`src/rtl/core/mexp_pkg.sv`:
```
`default_nettype none

package mexp_pkg;

    localparam int WIDTH_DEF = 32;
    localparam int FIELD_W   = 32;

    typedef enum logic [5:0] {
        ST_IDLE   = 6'b000001,
        ST_PREP   = 6'b000010,
        ST_DIV    = 6'b000100,
        ST_MUL    = 6'b001000,
        ST_COMMIT = 6'b010000,
        ST_FINISH = 6'b100000
    } state_t;

    typedef struct packed {
        logic load;
        logic div_step;
        logic last;
        logic mul_step;
        logic commit;
        logic finish;
    } mexp_cmd_t;

    typedef struct packed {
        logic e_zero;
        logic e_last;
        logic m_zero;
    } mexp_sts_t;

endpackage

`default_nettype wire

```
`src/rtl/core/mexp_ctrl.sv`:
```
`default_nettype none

module mexp_ctrl import mexp_pkg::*; #(
    parameter int WIDTH = WIDTH_DEF
) (
    input  wire logic      aclk,
    input  wire logic      aresetn,
    input  wire logic      s_valid,
    output logic           s_ready,
    output logic           m_valid,
    input  wire logic      m_ready,
    input  wire mexp_sts_t sts,
    output mexp_cmd_t      cmd
);

    localparam int CNT_W = $clog2(WIDTH);

    state_t             state_reg, state_next;
    logic [CNT_W-1:0]   cnt_reg, cnt_next;
    logic               m_valid_reg, m_valid_next;
    logic               cnt_last;

    assign cnt_last = (cnt_reg == CNT_W'(WIDTH - 1));

    always_comb begin
        state_next = state_reg;
        cnt_next   = '0;
        cmd        = '0;
        s_ready    = 1'b0;
        unique case (state_reg)
            ST_IDLE: begin
                s_ready = 1'b1;
                if (s_valid) begin
                    cmd.load   = 1'b1;
                    state_next = ST_PREP;
                end
            end
            ST_PREP: begin
                // zero exponent or zero modulus: result already set at load
                if (sts.e_zero || sts.m_zero) begin
                    state_next = ST_FINISH;
                end else begin
                    state_next = ST_DIV;
                end
            end
            ST_DIV: begin
                cmd.div_step = 1'b1;
                cmd.last     = cnt_last;
                cnt_next     = cnt_last ? '0 : CNT_W'(cnt_reg + 1'b1);
                if (cnt_last) begin
                    state_next = ST_MUL;
                end
            end
            ST_MUL: begin
                cmd.mul_step = 1'b1;
                cnt_next     = cnt_last ? '0 : CNT_W'(cnt_reg + 1'b1);
                if (cnt_last) begin
                    state_next = ST_COMMIT;
                end
            end
            ST_COMMIT: begin
                cmd.commit = 1'b1;
                if (sts.e_last) begin
                    state_next = ST_FINISH;
                end else begin
                    state_next = ST_MUL;
                end
            end
            ST_FINISH: begin
                if (!m_valid_reg || m_ready) begin
                    cmd.finish = 1'b1;
                    state_next = ST_IDLE;
                end
            end
            default: begin
                state_next = ST_IDLE;
            end
        endcase
    end

    assign m_valid_next = (m_valid_reg && !m_ready) || cmd.finish;
    assign m_valid      = m_valid_reg;

    always_ff @(posedge aclk) begin
        if (!aresetn) begin
            state_reg   <= ST_IDLE;
            cnt_reg     <= '0;
            m_valid_reg <= 1'b0;
        end else begin
            state_reg   <= state_next;
            cnt_reg     <= cnt_next;
            m_valid_reg <= m_valid_next;
        end
    end

endmodule

`default_nettype wire

```
`src/rtl/core/mexp_dp.sv`:
```
`default_nettype none

module mexp_dp import mexp_pkg::*; #(
    parameter int WIDTH = WIDTH_DEF
) (
    input  wire logic               aclk,
    input  wire logic               aresetn,
    input  wire logic               cfg_wr_en,
    input  wire logic [FIELD_W-1:0] cfg_wr_data,
    input  wire logic [FIELD_W-1:0] s_base_value,
    input  wire logic [FIELD_W-1:0] s_exponent_value,
    input  wire mexp_cmd_t          cmd,
    output mexp_sts_t               sts,
    output logic [FIELD_W-1:0]      m_power_result
);

    localparam int EXT_W = (WIDTH > FIELD_W) ? WIDTH : FIELD_W;

    // field to operand: low WIDTH bits, zero extended when the field is narrower
    function automatic logic [WIDTH-1:0] to_op(input logic [FIELD_W-1:0] v);
        logic [EXT_W-1:0] t;
        t = EXT_W'(v);
        return t[WIDTH-1:0];
    endfunction

    // one conditional subtract, valid for x < 2m
    function automatic logic [WIDTH-1:0] red(input logic [WIDTH:0] x,
                                             input logic [WIDTH-1:0] m);
        logic [WIDTH:0] d;
        d = x - {1'b0, m};
        if (x >= {1'b0, m}) begin
            return d[WIDTH-1:0];
        end
        return x[WIDTH-1:0];
    endfunction

    logic [WIDTH-1:0]   mod_reg;
    logic [WIDTH-1:0]   e_reg, acc_reg, b_reg, a1_reg, a2_reg, p1_reg, p2_reg;
    logic [FIELD_W-1:0] res_reg;
    logic [WIDTH-1:0]   e_in, rem_new, new_acc, p1_add, p2_add, a1_dbl, a2_dbl;
    logic [EXT_W-1:0]   acc_ext;

    assign e_in    = to_op(s_exponent_value);
    assign rem_new = red({p2_reg, b_reg[WIDTH-1]}, mod_reg);
    assign new_acc = e_reg[0] ? p1_reg : acc_reg;
    assign p1_add  = red({1'b0, p1_reg} + {1'b0, a1_reg}, mod_reg);
    assign p2_add  = red({1'b0, p2_reg} + {1'b0, a2_reg}, mod_reg);
    assign a1_dbl  = red({a1_reg, 1'b0}, mod_reg);
    assign a2_dbl  = red({a2_reg, 1'b0}, mod_reg);
    assign acc_ext = EXT_W'(acc_reg);

    assign sts.e_zero = (e_reg == '0);
    assign sts.e_last = ((e_reg >> 1) == '0);
    assign sts.m_zero = (mod_reg == '0);

    always_ff @(posedge aclk) begin
        if (!aresetn) begin
            mod_reg <= WIDTH'(1);
        end else if (cfg_wr_en) begin
            mod_reg <= to_op(cfg_wr_data);
        end
    end

    always_ff @(posedge aclk) begin
        if (cmd.load) begin
            b_reg  <= to_op(s_base_value);
            e_reg  <= e_in;
            p2_reg <= '0;
            // 1 unreduced for a zero exponent; a modulus of 0 or 1 gives 0
            if (e_in != '0 && mod_reg[WIDTH-1:1] == '0) begin
                acc_reg <= '0;
            end else begin
                acc_reg <= WIDTH'(1);
            end
        end
        if (cmd.div_step) begin
            if (cmd.last) begin
                // base mod m is ready: set up the first square and multiply
                b_reg  <= rem_new;
                a1_reg <= acc_reg;
                a2_reg <= rem_new;
                p1_reg <= '0;
                p2_reg <= '0;
            end else begin
                b_reg  <= b_reg << 1;
                p2_reg <= rem_new;
            end
        end
        if (cmd.mul_step) begin
            if (b_reg[0]) begin
                p1_reg <= p1_add;
                p2_reg <= p2_add;
            end
            a1_reg <= a1_dbl;
            a2_reg <= a2_dbl;
            b_reg  <= b_reg >> 1;
        end
        if (cmd.commit) begin
            acc_reg <= new_acc;
            e_reg   <= e_reg >> 1;
            b_reg   <= p2_reg;
            a1_reg  <= new_acc;
            a2_reg  <= p2_reg;
            p1_reg  <= '0;
            p2_reg  <= '0;
        end
        if (cmd.finish) begin
            res_reg <= acc_ext[FIELD_W-1:0];
        end
    end

    assign m_power_result = res_reg;

endmodule

`default_nettype wire

```
`src/rtl/core/modular_exponentiation_top.sv`:
```
// channel  direction  handshake          payload
// cfg      in         cfg_wr_en          cfg_wr_data (modulus)
// s        in         s_valid/s_ready    s_base_value, s_exponent_value
// m        out        m_valid/m_ready    m_power_result
//
// One item at a time. After acceptance: a check state, the base reduction
// (DIV), then for each exponent bit up to its highest set bit a shift-add pass
// (square and multiply side by side, MUL) and a commit, then the finish state
// loads the output register.
// A zero exponent or zero modulus goes from the check state straight to finish.
// Synchronous active-low reset; the modulus resets to 1. A stalled result
// holds the next one in its finish state.
`default_nettype none

module modular_exponentiation_top import mexp_pkg::*; #(
    parameter int WIDTH = WIDTH_DEF
) (
    input  wire logic               aclk,
    input  wire logic               aresetn,
    input  wire logic               cfg_wr_en,
    input  wire logic [FIELD_W-1:0] cfg_wr_data,
    input  wire logic               s_valid,
    output logic                    s_ready,
    input  wire logic [FIELD_W-1:0] s_base_value,
    input  wire logic [FIELD_W-1:0] s_exponent_value,
    output logic                    m_valid,
    input  wire logic               m_ready,
    output logic [FIELD_W-1:0]      m_power_result
);

    mexp_cmd_t cmd;
    mexp_sts_t sts;

    mexp_ctrl #(.WIDTH(WIDTH)) u_ctrl (
        .aclk    (aclk),
        .aresetn (aresetn),
        .s_valid (s_valid),
        .s_ready (s_ready),
        .m_valid (m_valid),
        .m_ready (m_ready),
        .sts     (sts),
        .cmd     (cmd)
    );

    mexp_dp #(.WIDTH(WIDTH)) u_dp (
        .aclk             (aclk),
        .aresetn          (aresetn),
        .cfg_wr_en        (cfg_wr_en),
        .cfg_wr_data      (cfg_wr_data),
        .s_base_value     (s_base_value),
        .s_exponent_value (s_exponent_value),
        .cmd              (cmd),
        .sts              (sts),
        .m_power_result   (m_power_result)
    );

endmodule

`default_nettype wire

```
`config.mk`:
```
export PLATFORM = sky130hd
export DESIGN_NAME = modular_exponentiation_top
export DESIGN_NICKNAME = d
export VERILOG_FILES = /design/src/rtl/core/mexp_pkg.sv /design/src/rtl/core/mexp_ctrl.sv /design/src/rtl/core/mexp_dp.sv /design/src/rtl/core/modular_exponentiation_top.sv
export SDC_FILE = /design/constraint.sdc
export NUM_CORES = 1
export LEC_CHECK = 0
export BUFFER_PORTS_ARGS = -buffer_cell sky130_fd_sc_hd__buf_2
export CAP_MARGIN = 10
export CORE_UTILIZATION = 59
export CTS_CLUSTER_DIAMETER = 50
export DETAILED_ROUTE_END_ITERATION = 10
export GPL_TIMING_DRIVEN = 0
export HOLD_SLACK_MARGIN = 0.05
export PLACE_DENSITY_LB_ADDON = 0.12
export SYNTH_ARGS = -nofsm -noshare
export SYNTH_HDL_FRONTEND = slang
export SYNTH_SLANG_ARGS = --single-unit
```
`constraint.sdc`:
```
create_clock -name aclk -period 15.4 [get_ports aclk]
set_input_delay 2.31 -clock aclk [delete_from_list [all_inputs] [get_ports aclk]]
set_output_delay 2.31 -clock aclk [all_outputs]
set_load 0.02 [all_outputs]
```
## After elaboration in Yosys (flattened, before gate mapping)

Cells that the tools add are included.

- Equal/unequal tests: 11
- Reduce and logical (&&, ||, !) cells: 20
- Shift-type cells: 0
- Muxes and demuxes: 58
- Bitwise operators: 2
- Magnitude comparators: 5
- Add/subtract/negate cells: 8
- $mul: 0
- Div/mod/pow operators: 0

Operators by type and width:

| cell | number |
|---|---|
| 2-to-1 mux 32 bit | 35 |
| greater-or-equal comparator 33 x 32 -> 1 bit | 5 |
| subtractor 32 bit | 5 |
| logical NOT 32 bit | 3 |
| adder 32 x 32 -> 33 bit | 2 |
| 2-to-1 mux 31 bit | 2 |
| 2-to-1 mux 6 bit | 6 |
| one-hot mux 6 bit (6 select lines) | 1 |
| nonzero test 32 bit | 1 |
| logical NOT 31 bit | 1 |
| 2-to-1 mux 1 bit | 13 |
| equality test 6 x 1 -> 1 bit (second input constant) | 1 |
| equality test 6 x 2 -> 1 bit (second input constant) | 1 |
| equality test 6 x 3 -> 1 bit (second input constant) | 1 |
| equality test 6 x 4 -> 1 bit (second input constant) | 1 |
| equality test 6 x 5 -> 1 bit (second input constant) | 1 |
| equality test 6 bit (second input constant) | 1 |
| != test 2 x 1 -> 1 bit (second input constant) | 3 |
| nonzero test 3 bit | 2 |
| adder 5 x 1 -> 5 bit (second input constant) | 1 |
| equality test 5 bit (second input constant) | 1 |
| AND reduction 4 bit | 1 |
| nonzero test 4 bit | 1 |
| logical OR 1 bit | 3 |
| 9 further kinds | 12 |

- Bits in latches: 0
- Bits in read-only memories: 0
- Bits of input ports: 101
- Memory bits (writable): 0
- Memories kept: 0
- Output and inout bits: 34
- Word-level logic and storage cells: 117
- Register bits after elaboration: 300

## Logic depth before layout (Yosys ltp)

Gate-level depths: netlist (run 1).

- Depth after elaboration: 7
- Mapped depth: 24
- Mapped depth without buffers: 22

## Cells and area by module

From an unflattened synthesis (run 1), not the netlist that was laid out.

- Cells, all modules: 2981
- Area, all modules: 26220.1 µm²

Modules (own cells, without submodules):

| module | area an instance (µm²) | cells an instance | seq. area each (µm²) | times used |
|---|---|---|---|---|
| mexp_dp | 25578.3 | 2914 | 7677.4 | 1 |
| mexp_ctrl | 641.9 | 67 | 240.2 | 1 |

## Worst setup path before layout (run 1)

OpenSTA, ideal clock, no wires.

- Path type: register to register
- Start point: register u_dp.a1_reg[0]
- End point: register u_dp.p1_reg[1]
- Arrival time: 4.900 ns
- Path buffers: 2
- Cell stages (with the launch flop): 23
- Setup slack: 10.375 ns
- Library setup time: 0.125 ns
- Data required time: 15.275 ns
- Period minus slack after synthesis: 5.025 ns
- Path through: edfxtp_1 > ha_1 > fa_1 > a211oi_1 > nor2_1 > o41ai_1 > o21ai_1 > a31o_1 > or2_2 > a41oi_1 > xnor2_1 > ha_1 > a21o_1 > a21o_1 > a21o_1 > or3_1 > o21ai_0 > a211oi_1 > a221oi_2 > buf_2 > buf_4 > mux2i_1 > o21ai_1

- Word-level cells in the longest chain between the ends: 6
- Elaborated cells on any way between the ends: 8
- Classes of those cells: add/sub: 2; order compare: 1; mux: 5

Ends and longest elaborated chain:

| what | RTL line | RTL |
|---|---|---|
| from (decl) | mexp_dp.sv:38 | `logic [WIDTH-1:0] e_reg, acc_reg, b_reg, a1_reg, a2_reg, p1_reg, p2_reg;` |
| from (signal assigned) | mexp_dp.sv:80 | `a1_reg <= acc_reg;` |
| from (signal assigned) | mexp_dp.sv:94 | `a1_reg <= a1_dbl;` |
| from (signal assigned) | mexp_dp.sv:102 | `a1_reg <= new_acc;` |
| adder 32 x 32 -> 33 bit * | mexp_dp.sv:46 | `assign p1_add = red({1'b0, p1_reg} + {1'b0, a1_reg}, mod_reg);` |
| subtractor 32 bit / greater-or-equal comparator 33 x 32 -> 1 bit (equally long branches) | mexp_dp.sv:30, mexp_dp.sv:31 |  |
| 2-to-1 mux 32 bit / 2-to-1 mux 1 bit (equally long branches) | mexp_dp.sv:31 | `if (x >= {1'b0, m}) begin` |
| 2-to-1 mux 32 bit * | mexp_dp.sv:34 | `return x[WIDTH-1:0];` |
| 2-to-1 mux 32 bit * | mexp_dp.sv:90 | `if (b_reg[0]) begin` |
| 2-to-1 mux 32 bit * | mexp_dp.sv:89 | `if (cmd.mul_step) begin` |
| to (signal assigned) | mexp_dp.sv:91 | `p1_reg <= p1_add;` |
| to (decl) | mexp_dp.sv:38 |  |

Mark *: on every way between the ends. The rest lies on a longest branch, timed or not. The select of a mux whose other input is x is not followed.
A chain may end at the register's enable or synchronous reset.

## Worst setup path after layout (run 1)

- Start point: register u_dp.p2_reg[0]
- End point: register u_dp.p2_reg[10]

- Word-level cells in the longest chain between the ends: 7
- Elaborated cells on any way between the ends: 15
- Classes of those cells: add/sub: 3; order compare: 2; mux: 10

Ends and longest elaborated chain:

| what | RTL line | RTL |
|---|---|---|
| from (decl) | mexp_dp.sv:38 |  |
| from (signal assigned) | mexp_dp.sv:86 | `p2_reg <= rem_new;` |
| from (signal assigned) | mexp_dp.sv:92 | `p2_reg <= p2_add;` |
| branches (longest 6 deep; another with adder 32 x 32 -> 33 bit) | -- |  |
| 2-to-1 mux 32 bit * | mexp_dp.sv:89 |  |

Mark *: on every way between the ends. The select of a mux whose other input is x is not followed.

==> results.md, run 1 <==
* Status: complete, no violations
* Worst vdd rail ir drop at 0.0000748 V
* Post-synth ARST share at 0
* Clock skew at roughly 0.018 ns
* Cell area after synthesis at about 0.025 mm^2
* Post-DRT Antenna Nets at 0
* Crit path max-delay cell type: dfxtp_1
* Syn_nets at around 3300
* Worst-path cell chain: ha_1, fa_1, a211oi_1, o21ai_0, nand3_1, nand2_1, a41oi_1, o311ai_0, o211ai_1, xnor2_1, ha_1, and4_1, nand4_1, nor3_1, o31a_1, a2111oi_0, o31a_1, buf_4, buf_2, mux2i_1, a211oi_2
* Share of cells above drive strength 1 at 0.0971
* Post-synthesis sequential element count at 300
* Gpl congestion at 1.06
* RSZ-0062 raised after global routing: no
* Yosys top cell area share at 0.226
* CTS buffer count at 40
* Class of the most critical setup path: register to register
* Routed WL at 95.3 mm
* Post_cts resized at 0
* Tmin final at around 6.5 ns
* Top FF cell, synth: edfxtp_1
* Ant. Diodes at 0
* Met2 usage at 0.691
* Setup crit end kind: register
* Endpoints failing setup at 0
* Die W at around 210 um
* Post-synthesis cell type count at between 90 and 100
* DR vias at around 25000
* Most common cell in the netlist: nand2_1
* CP Max Fanout at 10
* Clock root buffer: clkbuf_16
* Max-slew headroom at 0.172
* Htree depth at 2
* Standard-cell row count at 75
* Pwr dens at just under 100 mW/mm^2
* GRT overflow at 0
* Crit-path max cell delay at 0.59 ns
* DR WL/cell at roughly 26 um
* Number of flops mapped to enable cells by yosys at around 190
* Multi-input logic area at approximately 0.017 mm^2
* Final slew viol count at 0
* Synthesis warning total at 0
* Core Footprint at approximately 0.042 mm^2
* Clk sinks at 300
* Final core utilization at 0.667
* Met3 usage at 0.0732
* LEAKAGE at about 0.012 uW
* Die Span Y at 209 um
* Pin slew with the least headroom to its limit at approximately 1.2 ns
* # IOs at approximately 140
* M1 GR Usage at 0.523
* Top cells by area, synth: edfxtp_1, ha_1, dfxtp_1, a21oi_1, nand2_1
* Post-Synthesis Cells at between 2000 and 3000
* FF/Latch Area at between 0.007 and 0.008 mm^2
* DRT Pass-1 Iters at 6
* Area growth syn-to-layout at 10.9%
* Hpwl dp at roughly 75 mm
* Most frequent cells after synthesis: nand2_1, a21oi_1, nor2_1, ha_1, edfxtp_1
* Fill cells at 3529
* Layout net count at 3446
* Vias in the first global route at 24300
* I/O Buffers at 133
* Initial antenna violation count at 0
* Largest net degree at the start of global routing at 64
* # Post-CTS Setup Buffers at 0
* Critical path data arrival time at 6.91 ns
* CTS tree: yes
* CP Launch Type: register
* Tcrit/Tclk final at 0.423
* Die Area at between 0.04 and 0.05 mm^2
* Total negative slack at 0 ns
* Top Usage Layer GRT: met2
* Post-route DRC violation count at 0
* First-pass GRT wire length at roughly 140 mm
* Req. time, crit path at approximately 16 ns
* Highest Clock Rate at about 0.15 GHz
* Yosys top cell by area: edfxtp_1
* Vias per inst at roughly 6.9
* Max Cap Viol at 0
* Final hold vios at 0
* Hold buffers post-CTS at 0
* Detailed router's first-iteration violation count at 3110
* Clock slew at reported path FFs at around 0.060 ns
* Seq/Total Area, Yosys at 0.312
* Avg Cell Area, Syn at between 8 and 9 um^2
* Clk Latency, worst-skew pair at between 0.5 and 0.6 ns
* Gr usage total at 0.424
* CTS Buffer Depth at 3
* HP Class: register to register
* Initial Utilization at 0.601
[metal layers]
metal / part of all wire / up-vias
met3: 0.11 / 366
met1: 0.38 / 12000
li1: - / 11400
met2: 0.45 / 1612
met4: 0.070 / 0
met5: 0 / -
[worst paths after layout]
| path | end | slack [ns] | cells after the start | startpoint |
|---|---|---|---|---|
| worst max-delay path | u_dp.p2_reg[10]$_SDFF_PP0_ | 8.88 | 21 | u_dp.p2_reg[0]$_SDFF_PP0_ |
| worst min-delay path | u_ctrl.cnt_reg[0]$_SDFF_PP0_ | 0.46 | 1 | u_ctrl.cnt_reg[0]$_SDFF_PP0_ |
| worst max register to register | u_dp.p2_reg[10]$_SDFF_PP0_ | 8.88 | 21 | u_dp.p2_reg[0]$_SDFF_PP0_ |
| worst min register to register | u_ctrl.cnt_reg[0]$_SDFF_PP0_ | 0.46 | 1 | u_ctrl.cnt_reg[0]$_SDFF_PP0_ |
[area by class of cell]
cell class | count | area share
plain buffers | 131 | 0.0208
clock buffers | 46 | 0.0382
clock inverters | 25 | 0.00929
inverters | 89 | 0.0119
multi-input cells | 2414 | 0.588
flip-flops and latches | 300 | 0.281
well taps | 539 | 0.0240
repair buffers | 136 | 0.0260
[worst max-delay path, delay by kind of cell, from the launching register on]
family / cells / cell delay, ns
adder cells (fa/ha/maj): 3 / 0.96
XOR/XNOR: 1 / 0.29
multiplexers: 1 / 0.37
flip-flops: 1 / 0.59
AO/OA/AOI/OAI: 9 / 2.63
buffers and inverters: 2 / 0.53
AND/OR/NAND/NOR: 5 / 0.97
[layout by cell type, fill, tap and decap left out, drive strengths merged, types with 27 or more instances in the layout]
cell type and n:
a211oi 54, a21o 90, a21oi 279, a221oi 28
a22oi 27, buf 178, clkbuf 135, dfxtp 109
edfxtp 191, ha 226, inv 93, mux2i 109
nand2 302, nand2b 36, nand3 53, nand4 35
nor2 272, nor2b 27, nor3 43, nor4 35
o211ai 36, o21a 32, o21ai 205, o221ai 29
xnor2 111, xor2 73
[power by group]
group | internal (uW) | total [uW] | leakage, uW | switching (uW)
logic | 269 | 729 | 0.00828 | 460
registers | 968 | 1030 | 0.00267 | 63.6
clock network | 561 | 951 | 0.000658 | 390
[kinds of logic after synthesis]
kind of cell / count (synthesis) / synth area share
AOI/OAI and AO/OA: 983 / 0.258
xor gates and xnor gates: 184 / 0.0635
adders and majority gates: 233 / 0.117
buffers and inverters: 220 / 0.0363
DFF: 300 / 0.312
muxes: 126 / 0.0516
and+or+nand+nor: 888 / 0.162
[metrics by stage]
step / hold slack, ns / instances / total power (uW) / instance area [um^2] / worst slack [ns]
5_1_grt: 0.491 / 3680 / 2790 / 28100 / 8.79
4_1_cts: 0.466 / 3680 / 2680 / 28100 / 9.13
3_5_place_dp: 0.453 / 3609 / 1750 / 26800 / 9.16
3_3_place_gp: 0.431 / 3606 / 1730 / 26700 / 9.15
2_1_floorplan: 0.418 / 2934 / 1530 / 25400 / 10.38
6_report: 0.464 / 3680 / 2710 / 28100 / 8.88
Power figures use the tool's default switching activity.
==> run 2, diff against run 1 <==
CORE_UTILIZATION = 57   (was 59)
clock period = 5.7 ns   (was 15.4 ns; I/O delays follow)
==> results.md, run 2 (synthesis gave the netlist of run 1 again) <==
* Status: complete, no violations
* Clk sinks at 300 (unchanged)
* Req. time, crit path at 6.23 ns (-9.56 ns)
* Gpl congestion at 1.08 (+2.0%)
* Core Footprint at 0.0435 mm^2 (+2.9%)
* Final core utilization at 0.662 (-0.00457)
* Htree depth at 2 (unchanged)
* Comb pwr share at 0.265 (-0.004)
* Commonest non-fill, non-tap cell in the layout: nand2_1
* Fill cells at 3624 (+2.7%)
* Max Cap Viol at 0 (unchanged)
* Commonest cells after routing, fill and taps aside: nand2_1, a21oi_1, nor2_1
* M1 GR Usage at 0.503 (-0.0201)
* Standard-cell row count at 76 (+1.3%)
* Crit Reg-Reg Endpoint: u_dp.p2_reg[0]$_SDFF_PP0_
* I/O Buffers at 133 (unchanged)
* Pint at 5050 uW (+180%)
* Gr usage total at 0.431 (+0.00607)
* CP Max Fanout at 10 (unchanged)
* Endpoints failing setup at 0 (unchanged)
* Clock root buffer: clkbuf_16
* Critical path data arrival time at 6.14 ns (-0.77 ns)
* Top Usage Layer GRT: met2
* Highest Clock Rate at 0.178 GHz (+16%)
* Hold_sp: u_ctrl.cnt_reg[0]$_SDFF_PP0_
* Hpwl dp at 76.4 mm (+2.2%)
* Pre-CTS WS at -0.544 ns (-9.71 ns)
* WHS at 0.482 ns (+0.0178 ns)
* Share of cells above drive strength 1 at 0.115 (+0.0181)
* Initial antenna violation count at 2 (+2)
* Met3 usage at 0.110 (+0.0370)
* Total negative slack at 0 ns (unchanged)
* First-pass GRT wire length at 145 mm (+2.6%)
* Clock skew at 0.0247 ns (+0.00698 ns)
* CTS Buffer Depth at 3 (unchanged)
* Final slew viol count at 0 (unchanged)
* Die W at 213 um (+1.7%)
* Sw frac at 0.341 (+0.00429)
* Hold buffers post-CTS at 0 (unchanged)
* Pwr dens at 266 mW/mm^2 (+180%)
* Setup ws final at 0.0903 ns (-8.79 ns)
* Max-slew headroom at 0.109 (-0.0627)
* Setup crit end kind: register
* Worst r2r src: u_dp.a2_reg[3]$_DFFE_PP_
* HP Class: register to register
* Area growth syn-to-layout at 13.4%
* CTS tree: yes
* DR WL/cell at 26.4 um (+2.1%)
* Tcrit/Tclk final at 0.984 (+0.561)
* Met2 usage at 0.680 (-0.0108)
* Post-DRT Antenna Nets at 0 (unchanged)
* Clk Latency, worst-skew pair at 0.60 ns (+0.05 ns)
* Pin slew with the least headroom to its limit at 1.34 ns (+0.0940 ns)
* DRT Pass-1 Iters at 6 (unchanged)
* LEAKAGE at 0.0118 uW (+2.0%)
* Switching pwr at 2610 uW (+190%)
* Tmin final at 5.61 ns (-0.909 ns)
* Reg power frac at 0.364 (-0.016)
* Power share of the clock group at 0.372 (+0.021)
* CP Launch Type: register
* Clock slew at reported path FFs at 0.06 ns (about the same)
* Vias in the first global route at 24800 (+2.3%)
* Class of the most critical setup path: register to register
* Die Span Y at 213 um (+1.7%)
* Hold EP: u_ctrl.cnt_reg[0]$_SDFF_PP0_
* Detailed router's first-iteration violation count at 3062 (-1.5%)
* CTS buffer count at 43 (+7.5%)
* Routed WL at 99.3 mm (+4.2%)
* DR vias at 26000 (+2.4%)
* Layout net count at 3468 (+0.64%)
* Die Area at 0.0454 mm^2 (+3.5%)
* Reg2reg setup slack at 0.09 ns (-8.79 ns)
* Largest net degree at the start of global routing at 64 (unchanged)
* Hold depth at 1 (unchanged)
* Worst vdd rail ir drop at 0.000225 V (+200%)
* Final hold vios at 0 (unchanged)
* GRT overflow at 0 (unchanged)
* Initial Utilization at 0.584 (-0.0170)
* # IOs at 135 (unchanged)
* Post-route DRC violation count at 0 (unchanged)
* Vias per inst at 6.92 (+0.28%)
* FF-to-FF path depth at 22 (+4.8%)
-- run 2: cell types whose count changed in the layout (fill, tap and decap cells not counted), moves of 4 or more --
cell      change
a21oi_1       -4
a21oi_2       +4
clkinv_2      -5
inv_6         +5
buf_2         -6
ha_1          -7
ha_2          +4
clkinv_4      +5
buf_4        +20
-- run 2: through the flow --
step                cell area, um^2  instances  power (uW)
finish                        28800       3756        7660
floorplan                     25400       2934        4120
global route                  28800       3754        7880
CTS                           28500       3738        7540
detailed placement            26900       3655        4740
global placement              26800       3652        4690
-- run 2: layout make-up --
cell class	count	area [um^2]	share of cell area
Multi-Input combinational cell	2414	16800	0.583
Sequential cell	300	7920	0.275
Tap cell	585	732	0.0254
Clock buffer	48	1160	0.0402
Inverter	89	334	0.0116
Clock inverter	31	342	0.0119
Buffer	131	626	0.0217
Antenna cell	3	7.51	0.000261
Timing Repair Buffer	155	868	0.0302
-- run 2: worst max path at each step --
stage                             start                        end  slack, ns  cells after the start
5_1_grt        u_dp.a1_reg[1]$_DFFE_PP_  u_dp.p1_reg[3]$_SDFF_PP0_     -0.003                     22
4_1_cts        u_dp.a1_reg[0]$_DFFE_PP_  u_dp.p1_reg[3]$_SDFF_PP0_      -0.03                     24
6_report       u_dp.a2_reg[3]$_DFFE_PP_  u_dp.p2_reg[0]$_SDFF_PP0_       0.09                     22
3_3_place_gp   u_dp.a1_reg[0]$_DFFE_PP_  u_dp.p1_reg[3]$_SDFF_PP0_      -0.43                     23
2_1_floorplan  u_dp.a1_reg[0]$_DFFE_PP_  u_dp.p1_reg[1]$_SDFF_PP0_       0.68                     22
3_5_place_dp   u_dp.a1_reg[0]$_DFFE_PP_  u_dp.p1_reg[3]$_SDFF_PP0_      -0.54                     23
-- run 2: what timing repair did --
action	4_1_cts	5_1_grt
endpoints found under the hold margin	0	0
buffers inserted	4	15
resized for setup	16	39
pin swaps	2	18
endpoints found under the setup margin	64	64
-- run 2: power groups by stage --
stage | registers (uW) | logic, uW | clock network [uW]
2_1_floorplan | 2760 | 1370 | 0
5_1_grt | 2800 | 2160 | 2920
3_3_place_gp | 2830 | 1860 | 0
4_1_cts | 2770 | 1940 | 2830
3_5_place_dp | 2820 | 1920 | 0
6_report | 2790 | 2030 | 2850
-- run 2: layer usage --
layer | share of wire | routed length, um
met5 | 0.00010 | 10
met4 | 0.084 | 8330
met3 | 0.11 | 11100
met2 | 0.44 | 44000
met1 | 0.36 | 35800
-- run 2: worst max-delay path: stages (launching register included) --
cell and delay, ns:
edfxtp_1 0.51, ha_4 0.34, o211ai_1 0.12, o211ai_1 0.30
a32oi_2 0.21, o31a_1 0.34, o311ai_4 0.39, a41oi_2 0.20
buf_4 0.18, xnor2_1 0.23, ha_1 0.36, and4_1 0.27
and2_1 0.19, nand4_1 0.14, nor3_1 0.08, o31a_1 0.33
a2111oi_4 0.28, o31a_1 0.22, buf_6 0.18, buf_12 0.16
mux2i_4 0.23, o21ai_0 0.11, nor2_1 0.14
